**src/rtl/tpf_pkg.sv**
```systemverilog
// Shared constants and types for the tachometer period-to-frequency meter.
package tpf_pkg;

  // Capture counter and derived tick count widths
  localparam int CNT_BITS   = 16;
  localparam int OVF_BITS   = 8;
  localparam int TICK_W     = CNT_BITS + OVF_BITS;

  // Register widths
  localparam int RATE_W     = 24;
  localparam int FREQ_W     = 16;
  localparam int FACT_W     = 8;
  localparam int RPM_W      = FREQ_W + FACT_W;
  localparam int CAP_W      = 16;

  // Divider step counter
  localparam int STEP_W     = $clog2(RATE_W);

  // Stream payload widths
  localparam int OUT_FIELDS = FREQ_W + RPM_W + 1;
  localparam int OUT_W      = ((OUT_FIELDS + 7) / 8) * 8;

  // Configuration port
  localparam int CFG_ADDR_W = 3;
  localparam int CFG_DATA_W = 24;

  // Register reset values
  localparam logic [RATE_W-1:0]   RST_TICK_RATE = RATE_W'(1000000);
  localparam logic [FREQ_W-1:0]   RST_MIN_FREQ  = FREQ_W'(1);
  localparam logic [FREQ_W-1:0]   RST_MAX_FREQ  = FREQ_W'(1000);
  localparam logic [OVF_BITS-1:0] RST_OVF_LIMIT = OVF_BITS'(100);
  localparam logic [FACT_W-1:0]   RST_RPM_PER_HZ = FACT_W'(20);

  // Event kinds carried in tuser
  localparam logic CMD_EDGE     = 1'b0;
  localparam logic CMD_OVERFLOW = 1'b1;

  // Register indexes
  typedef enum logic [CFG_ADDR_W-1:0] {
    REG_TICK_RATE  = 3'd0,
    REG_MIN_FREQ   = 3'd1,
    REG_MAX_FREQ   = 3'd2,
    REG_OVF_LIMIT  = 3'd3,
    REG_RPM_PER_HZ = 3'd4
  } cfg_reg_t;

endpackage

```
**src/rtl/tach_period_to_frequency_top.sv**
```systemverilog
// Tachometer frequency meter: capture pairing, bit-serial divider and result register.
//
// Usage
//   Requests arrive on the s_ stream: tuser gives the kind (capture edge or
//   counter overflow), tdata the 16-bit capture value. Every request returns
//   one result on the m_ stream: frequency in hertz, speed (frequency times
//   rpm_per_hz) and the measuring flag.
//   The first edge arms the block; overflows while armed are counted; the
//   closing edge forms the tick count and, if it is nonzero, divides tick_rate by it.
//   The user must write the registers through cfg_wen/cfg_addr/cfg_wdata
//   only while idle; the block itself does not enforce this.
// Request flow
//   An overflow, an arming edge or a zero-count closing edge goes from ST_IDLE to
//   ST_DONE, which loads the result; a closing edge with a nonzero tick count first
//   runs the restoring divider (one quotient bit per cycle over the 24-bit tick rate)
//   and the limit check. One request is in flight at a time; s_tready is high only when idle.
// Reset and stall
//   rst (synchronous) restores the register defaults, disarms the block and
//   clears the frequency. A stalled receiver holds the result in the output
//   register; one further request may be taken meanwhile, and its result
//   waits until the held one has gone.
module tach_period_to_frequency_top (
  input  logic                         clk,
  input  logic                         rst,
  // Configuration writes
  input  logic                         cfg_wen,
  input  logic [tpf_pkg::CFG_ADDR_W-1:0] cfg_addr,
  input  logic [tpf_pkg::CFG_DATA_W-1:0] cfg_wdata,
  // Event stream
  input  logic                         s_tvalid,
  output logic                         s_tready,
  input  logic [tpf_pkg::CAP_W-1:0]    s_tdata,   // [15:0] capture_value
  input  logic                         s_tuser,   // [0] cmd
  // Result stream
  output logic                         m_tvalid,
  input  logic                         m_tready,
  output logic [tpf_pkg::OUT_W-1:0]    m_tdata    // [15:0] freq_hz, [39:16] rpm,
                                                  // [40] measuring, [47:41] zero
);

  typedef enum logic [1:0] {
    ST_IDLE,
    ST_DIV,
    ST_CHECK,
    ST_DONE
  } state_t;

  // Configuration registers
  logic [tpf_pkg::RATE_W-1:0]   tick_rate;
  logic [tpf_pkg::FREQ_W-1:0]   min_freq;
  logic [tpf_pkg::FREQ_W-1:0]   max_freq;
  logic [tpf_pkg::OVF_BITS-1:0] overflow_limit;
  logic [tpf_pkg::FACT_W-1:0]   rpm_per_hz;

  // Measurement state
  state_t                       state;
  logic                         armed;
  logic [tpf_pkg::CNT_BITS-1:0] first_capture;
  logic [tpf_pkg::OVF_BITS-1:0] overflow_count;
  logic [tpf_pkg::FREQ_W-1:0]   frequency;

  // Divider datapath
  logic [tpf_pkg::TICK_W-1:0]   divisor;
  logic [tpf_pkg::TICK_W-1:0]   remainder;
  logic [tpf_pkg::RATE_W-1:0]   quotient;
  logic [tpf_pkg::STEP_W-1:0]   step;

  logic                         in_accept;
  logic [tpf_pkg::CNT_BITS-1:0] cap_diff;
  logic [tpf_pkg::TICK_W-1:0]   ticks;
  logic [tpf_pkg::OVF_BITS:0]   ovf_next;
  logic [tpf_pkg::TICK_W:0]     rem_shift;
  logic                         rem_fits;
  logic                         freq_ok;
  logic                         out_free;
  logic [tpf_pkg::RPM_W-1:0]    rpm_next;

  assign s_tready  = (state == ST_IDLE);
  assign in_accept = s_tvalid && s_tready;
  assign out_free  = !m_tvalid || m_tready;

  // Tick count: a wrapped difference covers both the plain and the wrapped case
  assign cap_diff = s_tdata[tpf_pkg::CNT_BITS-1:0] - first_capture;
  assign ticks    = {overflow_count, cap_diff};
  assign ovf_next = {1'b0, overflow_count} + (tpf_pkg::OVF_BITS+1)'(1);

  // One restoring division step
  assign rem_shift = {remainder, quotient[tpf_pkg::RATE_W-1]};
  assign rem_fits  = (rem_shift >= {1'b0, divisor});

  // Limit check on the full quotient
  assign freq_ok = (quotient >= tpf_pkg::RATE_W'(min_freq)) &&
                   (quotient <= tpf_pkg::RATE_W'(max_freq));

  assign rpm_next = frequency * rpm_per_hz;

  // Hold the configuration registers
  always_ff @(posedge clk) begin
    if (rst) begin
      tick_rate      <= tpf_pkg::RST_TICK_RATE;
      min_freq       <= tpf_pkg::RST_MIN_FREQ;
      max_freq       <= tpf_pkg::RST_MAX_FREQ;
      overflow_limit <= tpf_pkg::RST_OVF_LIMIT;
      rpm_per_hz     <= tpf_pkg::RST_RPM_PER_HZ;
    end else if (cfg_wen) begin
      case (tpf_pkg::cfg_reg_t'(cfg_addr))
        tpf_pkg::REG_TICK_RATE:  tick_rate      <= cfg_wdata[tpf_pkg::RATE_W-1:0];
        tpf_pkg::REG_MIN_FREQ:   min_freq       <= cfg_wdata[tpf_pkg::FREQ_W-1:0];
        tpf_pkg::REG_MAX_FREQ:   max_freq       <= cfg_wdata[tpf_pkg::FREQ_W-1:0];
        tpf_pkg::REG_OVF_LIMIT:  overflow_limit <= cfg_wdata[tpf_pkg::OVF_BITS-1:0];
        tpf_pkg::REG_RPM_PER_HZ: rpm_per_hz     <= cfg_wdata[tpf_pkg::FACT_W-1:0];
        default: ;
      endcase
    end
  end

  // Sequence a request: pair captures, count overflows, divide, check limits, load the result
  always_ff @(posedge clk) begin
    if (rst) begin
      state          <= ST_IDLE;
      armed          <= 1'b0;
      first_capture  <= '0;
      overflow_count <= '0;
      frequency      <= '0;
      m_tvalid       <= 1'b0;
    end else begin
      // Raise valid on a load, drop it once the held result is taken
      if (state == ST_DONE && out_free) begin
        m_tvalid <= 1'b1;
      end else if (m_tready) begin
        m_tvalid <= 1'b0;
      end
      case (state)
        ST_IDLE: begin
          if (in_accept) begin
            state <= ST_DONE;
            if (s_tuser == tpf_pkg::CMD_OVERFLOW) begin
              // Count overflows while armed; time out past the limit
              if (armed) begin
                if (ovf_next > {1'b0, overflow_limit}) begin
                  frequency <= '0;
                  armed     <= 1'b0;
                end else begin
                  overflow_count <= ovf_next[tpf_pkg::OVF_BITS-1:0];
                end
              end
            end else if (!armed) begin
              first_capture  <= s_tdata[tpf_pkg::CNT_BITS-1:0];
              overflow_count <= '0;
              armed          <= 1'b1;
            end else begin
              // Closing edge: start the divider unless the count is zero
              armed <= 1'b0;
              if (ticks != '0) begin
                divisor   <= ticks;
                remainder <= '0;
                quotient  <= tick_rate;
                step      <= tpf_pkg::STEP_W'(tpf_pkg::RATE_W - 1);
                state     <= ST_DIV;
              end
            end
          end
        end
        ST_DIV: begin
          if (rem_fits) begin
            remainder <= tpf_pkg::TICK_W'(rem_shift - {1'b0, divisor});
          end else begin
            remainder <= rem_shift[tpf_pkg::TICK_W-1:0];
          end
          quotient <= {quotient[tpf_pkg::RATE_W-2:0], rem_fits};
          step     <= step - tpf_pkg::STEP_W'(1);
          if (step == '0) begin
            state <= ST_CHECK;
          end
        end
        ST_CHECK: begin
          frequency <= freq_ok ? quotient[tpf_pkg::FREQ_W-1:0] : '0;
          state     <= ST_DONE;
        end
        ST_DONE: begin
          if (out_free) begin
            m_tdata  <= {(tpf_pkg::OUT_W - tpf_pkg::OUT_FIELDS)'(0),
                         armed, rpm_next, frequency};
            state    <= ST_IDLE;
          end
        end
        default: state <= ST_IDLE;
      endcase
    end
  end

  // The divider only runs after a closing edge has disarmed the block
  a_div_disarmed: assert property (@(posedge clk) disable iff (rst)
    (state == ST_DIV) |-> !armed)
    else $error("divider running while armed");

  // A finished request with a free output register yields a result next cycle
  a_done_loads: assert property (@(posedge clk) disable iff (rst)
    (state == ST_DONE && out_free) |=> (m_tvalid && state == ST_IDLE))
    else $error("result not loaded from done state");

  // A measured frequency lies within the limits or is zero
  a_freq_limits: assert property (@(posedge clk) disable iff (rst)
    (state == ST_CHECK) |=>
      (frequency == '0 || (frequency >= min_freq && frequency <= max_freq)))
    else $error("frequency outside limits");

  // A closing edge with a nonzero count starts the divider
  a_edge_divides: assert property (@(posedge clk) disable iff (rst)
    (in_accept && s_tuser == tpf_pkg::CMD_EDGE && armed && ticks != '0)
      |=> (state == ST_DIV))
    else $error("closing edge did not start the divider");

endmodule

```
**config.mk**
```make
export PLATFORM = sky130hd
export DESIGN_NAME = tach_period_to_frequency_top
export DESIGN_NICKNAME = d
export VERILOG_FILES = /design/src/rtl/tpf_pkg.sv /design/src/rtl/tach_period_to_frequency_top.sv
export SDC_FILE = /design/constraint.sdc
export NUM_CORES = 1
export LEC_CHECK = 0
export BUFFER_PORTS_ARGS = -buffer_cell sky130_fd_sc_hd__buf_2
export CAP_MARGIN = 20
export CORE_UTILIZATION = 69
export CTS_BUF_LIST = sky130_fd_sc_hd__clkbuf_2 sky130_fd_sc_hd__clkbuf_4 sky130_fd_sc_hd__clkbuf_8
export CTS_CLUSTER_SIZE = 20
export DETAILED_ROUTE_END_ITERATION = 12
export GPL_TIMING_DRIVEN = 0
export PLACE_DENSITY = 0.88
export SKIP_CTS_REPAIR_TIMING = 1
export SLEW_MARGIN = 20
export SYNTH_ARGS = -nofsm -noshare
export SYNTH_HDL_FRONTEND = slang
export SYNTH_SLANG_ARGS = --single-unit
```
**constraint.sdc**
```tcl
create_clock -name clk -period 11.4 [get_ports clk]
set_clock_uncertainty 0.15 [all_clocks]
set_input_delay 0.57 -clock clk [delete_from_list [all_inputs] [get_ports clk]]
set_output_delay 0.57 -clock clk [all_outputs]
set_load 0.02 [all_outputs]
```
Word level (Yosys, flattened, before mapping)
Index checks and enable logic that the tools add are counted.

Flip-flop bits (word level): 234. Output and inout bits: 50. Logic and storage cells: 110.

Add/sub/neg operators: 4. Multipliers: 1. Magnitude comparators: 4. Equality and inequality tests: 18. Muxes and demuxes: 39. Bitwise logic cells: 3. Reduce and logical (&&, ||, !) cells: 25.

Operators by type and width (count): 24-bit 2-to-1 mux (9); 24-bit case mux with 2 select lines (2); 16-bit 2-to-1 mux (5); 8-bit 2-to-1 mux (4); 16-bit case mux with 2 select lines (1); 25-bit by 24-bit greater-or-equal comparator with 1-bit output (1); 24-bit by 16-bit greater-or-equal comparator with 1-bit output (1); 24-bit by 16-bit <= comparator with 1-bit output (1); 16-bit by 8-bit multiplier with 24-bit output (1); 24-bit nonzero test (1); 24-bit subtractor (1); 5-bit 2-to-1 mux (4); 16-bit subtractor (1); 2-bit 2-to-1 mux (6); 2-bit by 1-bit inequality test with 1-bit output, second input constant (6); 2-bit AND reduction (6); 6-bit AND reduction (2); 2-bit inequality test, second input constant (5); 5-bit case mux with 2 select lines (1); 5-bit AND reduction (2); 8-bit by 1-bit adder with 9-bit output, second input constant (1); 9-bit by 8-bit > comparator with 1-bit output (1); 2-bit case mux with 4 select lines (1); 3-bit by 2-bit == test with 1-bit output, second input constant (2); 16 further kinds (29).

Longest topological paths before layout
Depth after elaboration: 7. Gate-level depth with buffers: 19.

Least setup slack after synthesis
Ideal clock, no wire load.

Kind: input-to-reg. From: input s_tdata[7] (netlist name). To: register quotient[0] (netlist name), enable pin. Setup time: 542 ps. Data arrival time: 6173 ps. Required time: 10708 ps. Setup slack: 4535 ps. Stages: 10. Buffers on the path: 1. Cell sequence: ha_1 -> buf_6 -> a21o_1 -> or3_1 -> o2111a_1 -> o21ai_0 -> o2bb2ai_1 -> or4b_1 -> o41ai_2 -> o31ai_1.

Longest elaborated chain between the ends: 4.

Ends and longest elaborated chain: from (decl) (RTL line tach_period_to_frequency_top.sv:32) `input logic [tpf_pkg::CAP_W-1:0] s_tdata,`; 16-bit subtractor (RTL line tach_period_to_frequency_top.sv:83) `assign cap_diff = s_tdata[tpf_pkg::CNT_BITS-1:0] - first_capture;`; 24-bit nonzero test (RTL line tach_period_to_frequency_top.sv:154) `if (ticks != '0) begin`; 2-bit by 1-bit inequality test with 1-bit output (no source line); 6-bit AND reduction (no source line); to (signal assigned) (RTL line tach_period_to_frequency_top.sv:157) `quotient <= tick_rate;`; to (signal assigned) (RTL line tach_period_to_frequency_top.sv:170) `quotient <= {quotient[tpf_pkg::RATE_W-2:0], rem_fits};`; to (decl) (RTL line tach_period_to_frequency_top.sv:65) `logic [tpf_pkg::RATE_W-1:0] quotient;`.

No other way between the ends. A chain may end at the register's enable or synchronous reset.

Worst setup path in the final report
From: register rpm_per_hz[7] (netlist name). To: register m_tdata[39] (netlist name) (data pin).

Longest elaborated chain between the ends: 1.

Ends and longest elaborated chain: from (decl) (RTL line tach_period_to_frequency_top.sv:53) `logic [tpf_pkg::FACT_W-1:0] rpm_per_hz;`; from (signal assigned) (RTL line tach_period_to_frequency_top.sv:104) `rpm_per_hz <= tpf_pkg::RST_RPM_PER_HZ;`; from (signal assigned) (RTL line tach_period_to_frequency_top.sv:111) `tpf_pkg::REG_RPM_PER_HZ: rpm_per_hz <= cfg_wdata[tpf_pkg::FACT_W-1:0];`; 16-bit by 8-bit multiplier with 24-bit output (RTL line tach_period_to_frequency_top.sv:95) `assign rpm_next = frequency * rpm_per_hz;`; named net rpm_next, one bit (RTL line tach_period_to_frequency_top.sv:76) `logic [tpf_pkg::RPM_W-1:0] rpm_next;`; to (signal assigned) (RTL line tach_period_to_frequency_top.sv:182) `m_tdata <= {(tpf_pkg::OUT_W - tpf_pkg::OUT_FIELDS)'(0),`; to (decl) (RTL line tach_period_to_frequency_top.sv:37) `output logic [tpf_pkg::OUT_W-1:0] m_tdata`.

The timed path passes the listed nets, and every way through them passes these cells.

==> key figures <==
Run status
  • Status: finished, final reports clean

Timing
  • Final worst path period share: between 50% and 60%
  • Final slew viol count: 0
  • Fmax: about 0.17 GHz
  • Setup tns final: 0 ns
  • Finish-stage setup viols: 0
  • Unrepaired setup endpoints after global routing: false
  • Worst Max-Slew Pin Slew: ~0.79 ns
  • Final Hold Viols: 0
  • Tmin final: ~6 ns
  • Worst relative slew slack: between 40% and 50%

Die
  • Die X-Extent: between 150 and 200 µm
  • FP Rows: 55
  • DIE HEIGHT: between 150 and 200 µm
  • Die area: 23900 µm²
  • Core Region: roughly 23000 µm²
  • I/O pins: about 100
  • Starting Density: a little over two thirds

Global route
  • Initial antenna violation count: 0
  • Largest net degree at the start of global routing: 16
  • Gr usage total: between 30% and 40%
  • First-pass GRT wire length: 62000 µm
  • Vias in the first global route: 12.7k
  • GR Overflow Total: 0

Placement
  • Number of port buffers: around 90
  • Placed Instance Area: 17000 µm²
  • Final Wtd Congestion: just under 1
  • Placed insts: approximately 2.1k
  • Dpl hpwl: between 20000 and 30000 µm

Yosys
  • Synth Area per Inst: 9.20 µm²
  • Sequential fraction of the synthesis area: a little over a third
  • Yosys warning count: 0
  • Synth Instances: roughly 1.7k
  • Most used DFF post-synth: edfxtp_1
  • Top post-synthesis cells by area: edfxtp_1 22%, dfxtp_1 14%, fa_1 11%
  • Synth cell types: a little over 70
  • Share of Yosys cell area claimed by the top area cell type: approximately 22%
  • Post-synth EDFFs: 118
  • Synth async-reset ratio: 0%
  • Post-synthesis sequential element count: around 230
  • Mapped Area: about 16000 µm²
  • Area leader, netlist: edfxtp_1

Worst setup path
  • Top Family by Delay on Critical Path: adder cells
  • CP max FO: 10
  • Most used cell, CP: fa_1
  • R2R Setup Slk: between 5 and 6 ns
  • FF-to-FF path depth: 16
  • CP cell instances: clkbuf_1 > nand2_1 > fa_1 > fa_1 > fa_1 > fa_1 > inv_1 > ha_1 > o21a_1 > o31a_1 > o311ai_0 > a21oi_1 > a211o_1 > a31o_2 > a21oi_1 > xnor2_1
  • WP buf/inv: 2
  • Critical R2R Capture: m_tdata[39]
  • Crit path launch type: flip-flop
  • Reg2Reg Launch Point: rpm_per_hz[7]
  • Slowest cell on crit path: dfxtp_1
  • Crit-path max cell delay: about 0.55 ns
  • WP data required: ~12 ns
  • Crit path arrival time: 6.11 ns
  • Crit Path Class: flip-flop to flip-flop
  • Crit. End Element: flip-flop

Clock network
  • CTS tree: done
  • Clk buf depth: 3
  • Clk Latency, worst-skew pair: between 0.5 and 0.6 ns
  • Htree depth: 2
  • CTS Root Buffer Type: clkbuf_8
  • Total CTS buffers: 39
  • Worst-path clk slew: about 0.060 ns
  • Clock sink count: about 230

Detailed routing
  • Vias: 13.1k
  • Post-DRT Antenna Nets: 0
  • DRT Pass-1 Iters: 5
  • DRC: 0
  • DRT iter0 DRCs: 1073
  • Final WL: 38100 µm
  • WL/cell: 17.2 µm
  • Drt via density: between 5 and 6

Finish
  • Most common cell after layout, fill and taps aside: nand2_1
  • Seq. cell area: about 5900 µm²
  • Nets: 2156
  • Final Core Density: 78.6%
  • Commonest cells after routing, fill and taps aside: 252 x nand2_1, 239 x inv_1, 130 x ha_1
  • Antenna cells: 0
  • Share of layout cells above drive strength 1: between 10% and 20%
  • Final cell count without fillers: between 2k and 2.5k
  • Fill cell count: ~1.5k
  • Fin area: 17800 µm²
  • Area Growth Syn to Fin: 11.2%
  • Multi-input logic area: approximately 9100 µm²

Power and ir drop
  • Leak Pwr: 8.00 nW
  • P per Cell Area: between 100 and 150 nW/µm²
  • Worst VDD drop: between 0.0001 and 0.00015 V

Hold path
  • Hold Path Sink: tick_rate[17]
  • Worst Hold Depth: 3
  • Worst hold path class: input pin to flip-flop
  • Min-delay src: cfg_wdata[17]

Flow run
  • Max Cap Viol: 0
## per-stage QoR
step	total power, mW	setup WS (ns)	hold slack [ns]
final	2.25	5.44	0.0897
after CTS	2.25	5.57	0.0709
after global routing	2.34	5.22	0.0895
after global placement	1.43	1.93	0.262
after floorplan	1.32	4.53	0.256
after detailed placement	1.46	5.63	0.269
## final cells by class
| type | instances | share of cell area, % |
|---|---|---|
| Buffer | 63 | 1.53 |
| Clock buffer | 56 | 3.83 |
| Clock inverter | 16 | 0.827 |
| Inverter | 239 | 5.03 |
| Multi-Input combinational cell | 1215 | 50.9 |
| Sequential cell | 234 | 32.9 |
| Tap cell | 285 | 2.00 |
| Timing Repair Buffer | 99 | 3.04 |
## where the power goes
part,leakage [nW],switching [mW],internal [mW]
logic,5.51,0.293,0.181
clock network,0.429,0.363,0.437
registers,2.06,0.0309,0.950
total,8.00,0.687,1.57
## registers in the layout, summed over array words and instances (netlist names)
name            count
state               2
quotient           24
divisor            24
overflow_limit      8
first_capture      16
min_freq           16
overflow_count      8
m_tvalid            1
max_freq           16
step                5
frequency          16
m_tdata            41
remainder          24
armed               1
rpm_per_hz          8
tick_rate          24
## cell usage after synthesis (all sizes together), types with 3 or more instances
master     n
a2111oi    4
a211o      5
a211oi    13
a21o      26
a21oi    127
a311oi     3
a31oi      6
and2     109
and3      14
buf       13
clkbuf    50
dfxtp    116
edfxtp   118
fa        86
ha       130
inv      239
mux2      24
mux2i     15
nand2    252
nand2b    11
nand3     24
nand3b    30
nand4     12
nor2      71
nor2b     12
nor3      22
nor3b      3
nor4       5
o2111ai    3
o211ai     7
o21a      23
o21ai     63
o21bai     3
o221ai     3
o31a       3
o31ai      7
o41ai      4
or2        4
or3       16
xnor2     33
xor2       9
## tightest hold or removal path: cells and delay by family
family	cells	cell delay [ns]
AND/OR/NAND/NOR	2	0.11
buffers and inverters	1	0.07
## layer usage
layer,track usage [%],wire length [µm]
met5,0,0
met4,10.8,961
met3,5.30,3070
met2,54.0,17800
met1,43.8,16200
## worst max path at each step
stage	startpoint	slack, ns	cells after the start	endpoint
floorplan	s_tdata[7]	4.53	10	quotient[0]
global placement	s_tdata[0]	1.93	12	remainder[13]
detailed placement	rpm_per_hz[4]	5.63	18	m_tdata[39]
CTS	rpm_per_hz[7]	5.57	16	m_tdata[39]
global route	rpm_per_hz[7]	5.22	16	m_tdata[39]
finish	rpm_per_hz[7]	5.44	16	m_tdata[39]
## cells by family (layout without fill, tap and decap cells)
| group | after synthesis | after routing | synth area share (%) |
|---|---|---|---|
| simple gates | 593 | 593 | 18.1 |
| other cells | 1 | 7 | 0.0234 |
| fa+ha+maj | 216 | 216 | 20.9 |
| buf+inv | 302 | 473 | 7.29 |
| mux | 39 | 39 | 2.62 |
| xor+xnor | 42 | 42 | 2.29 |
| flops | 234 | 234 | 36.5 |
| compound gates | 318 | 318 | 12.3 |
(Power assumes the default switching activity.)
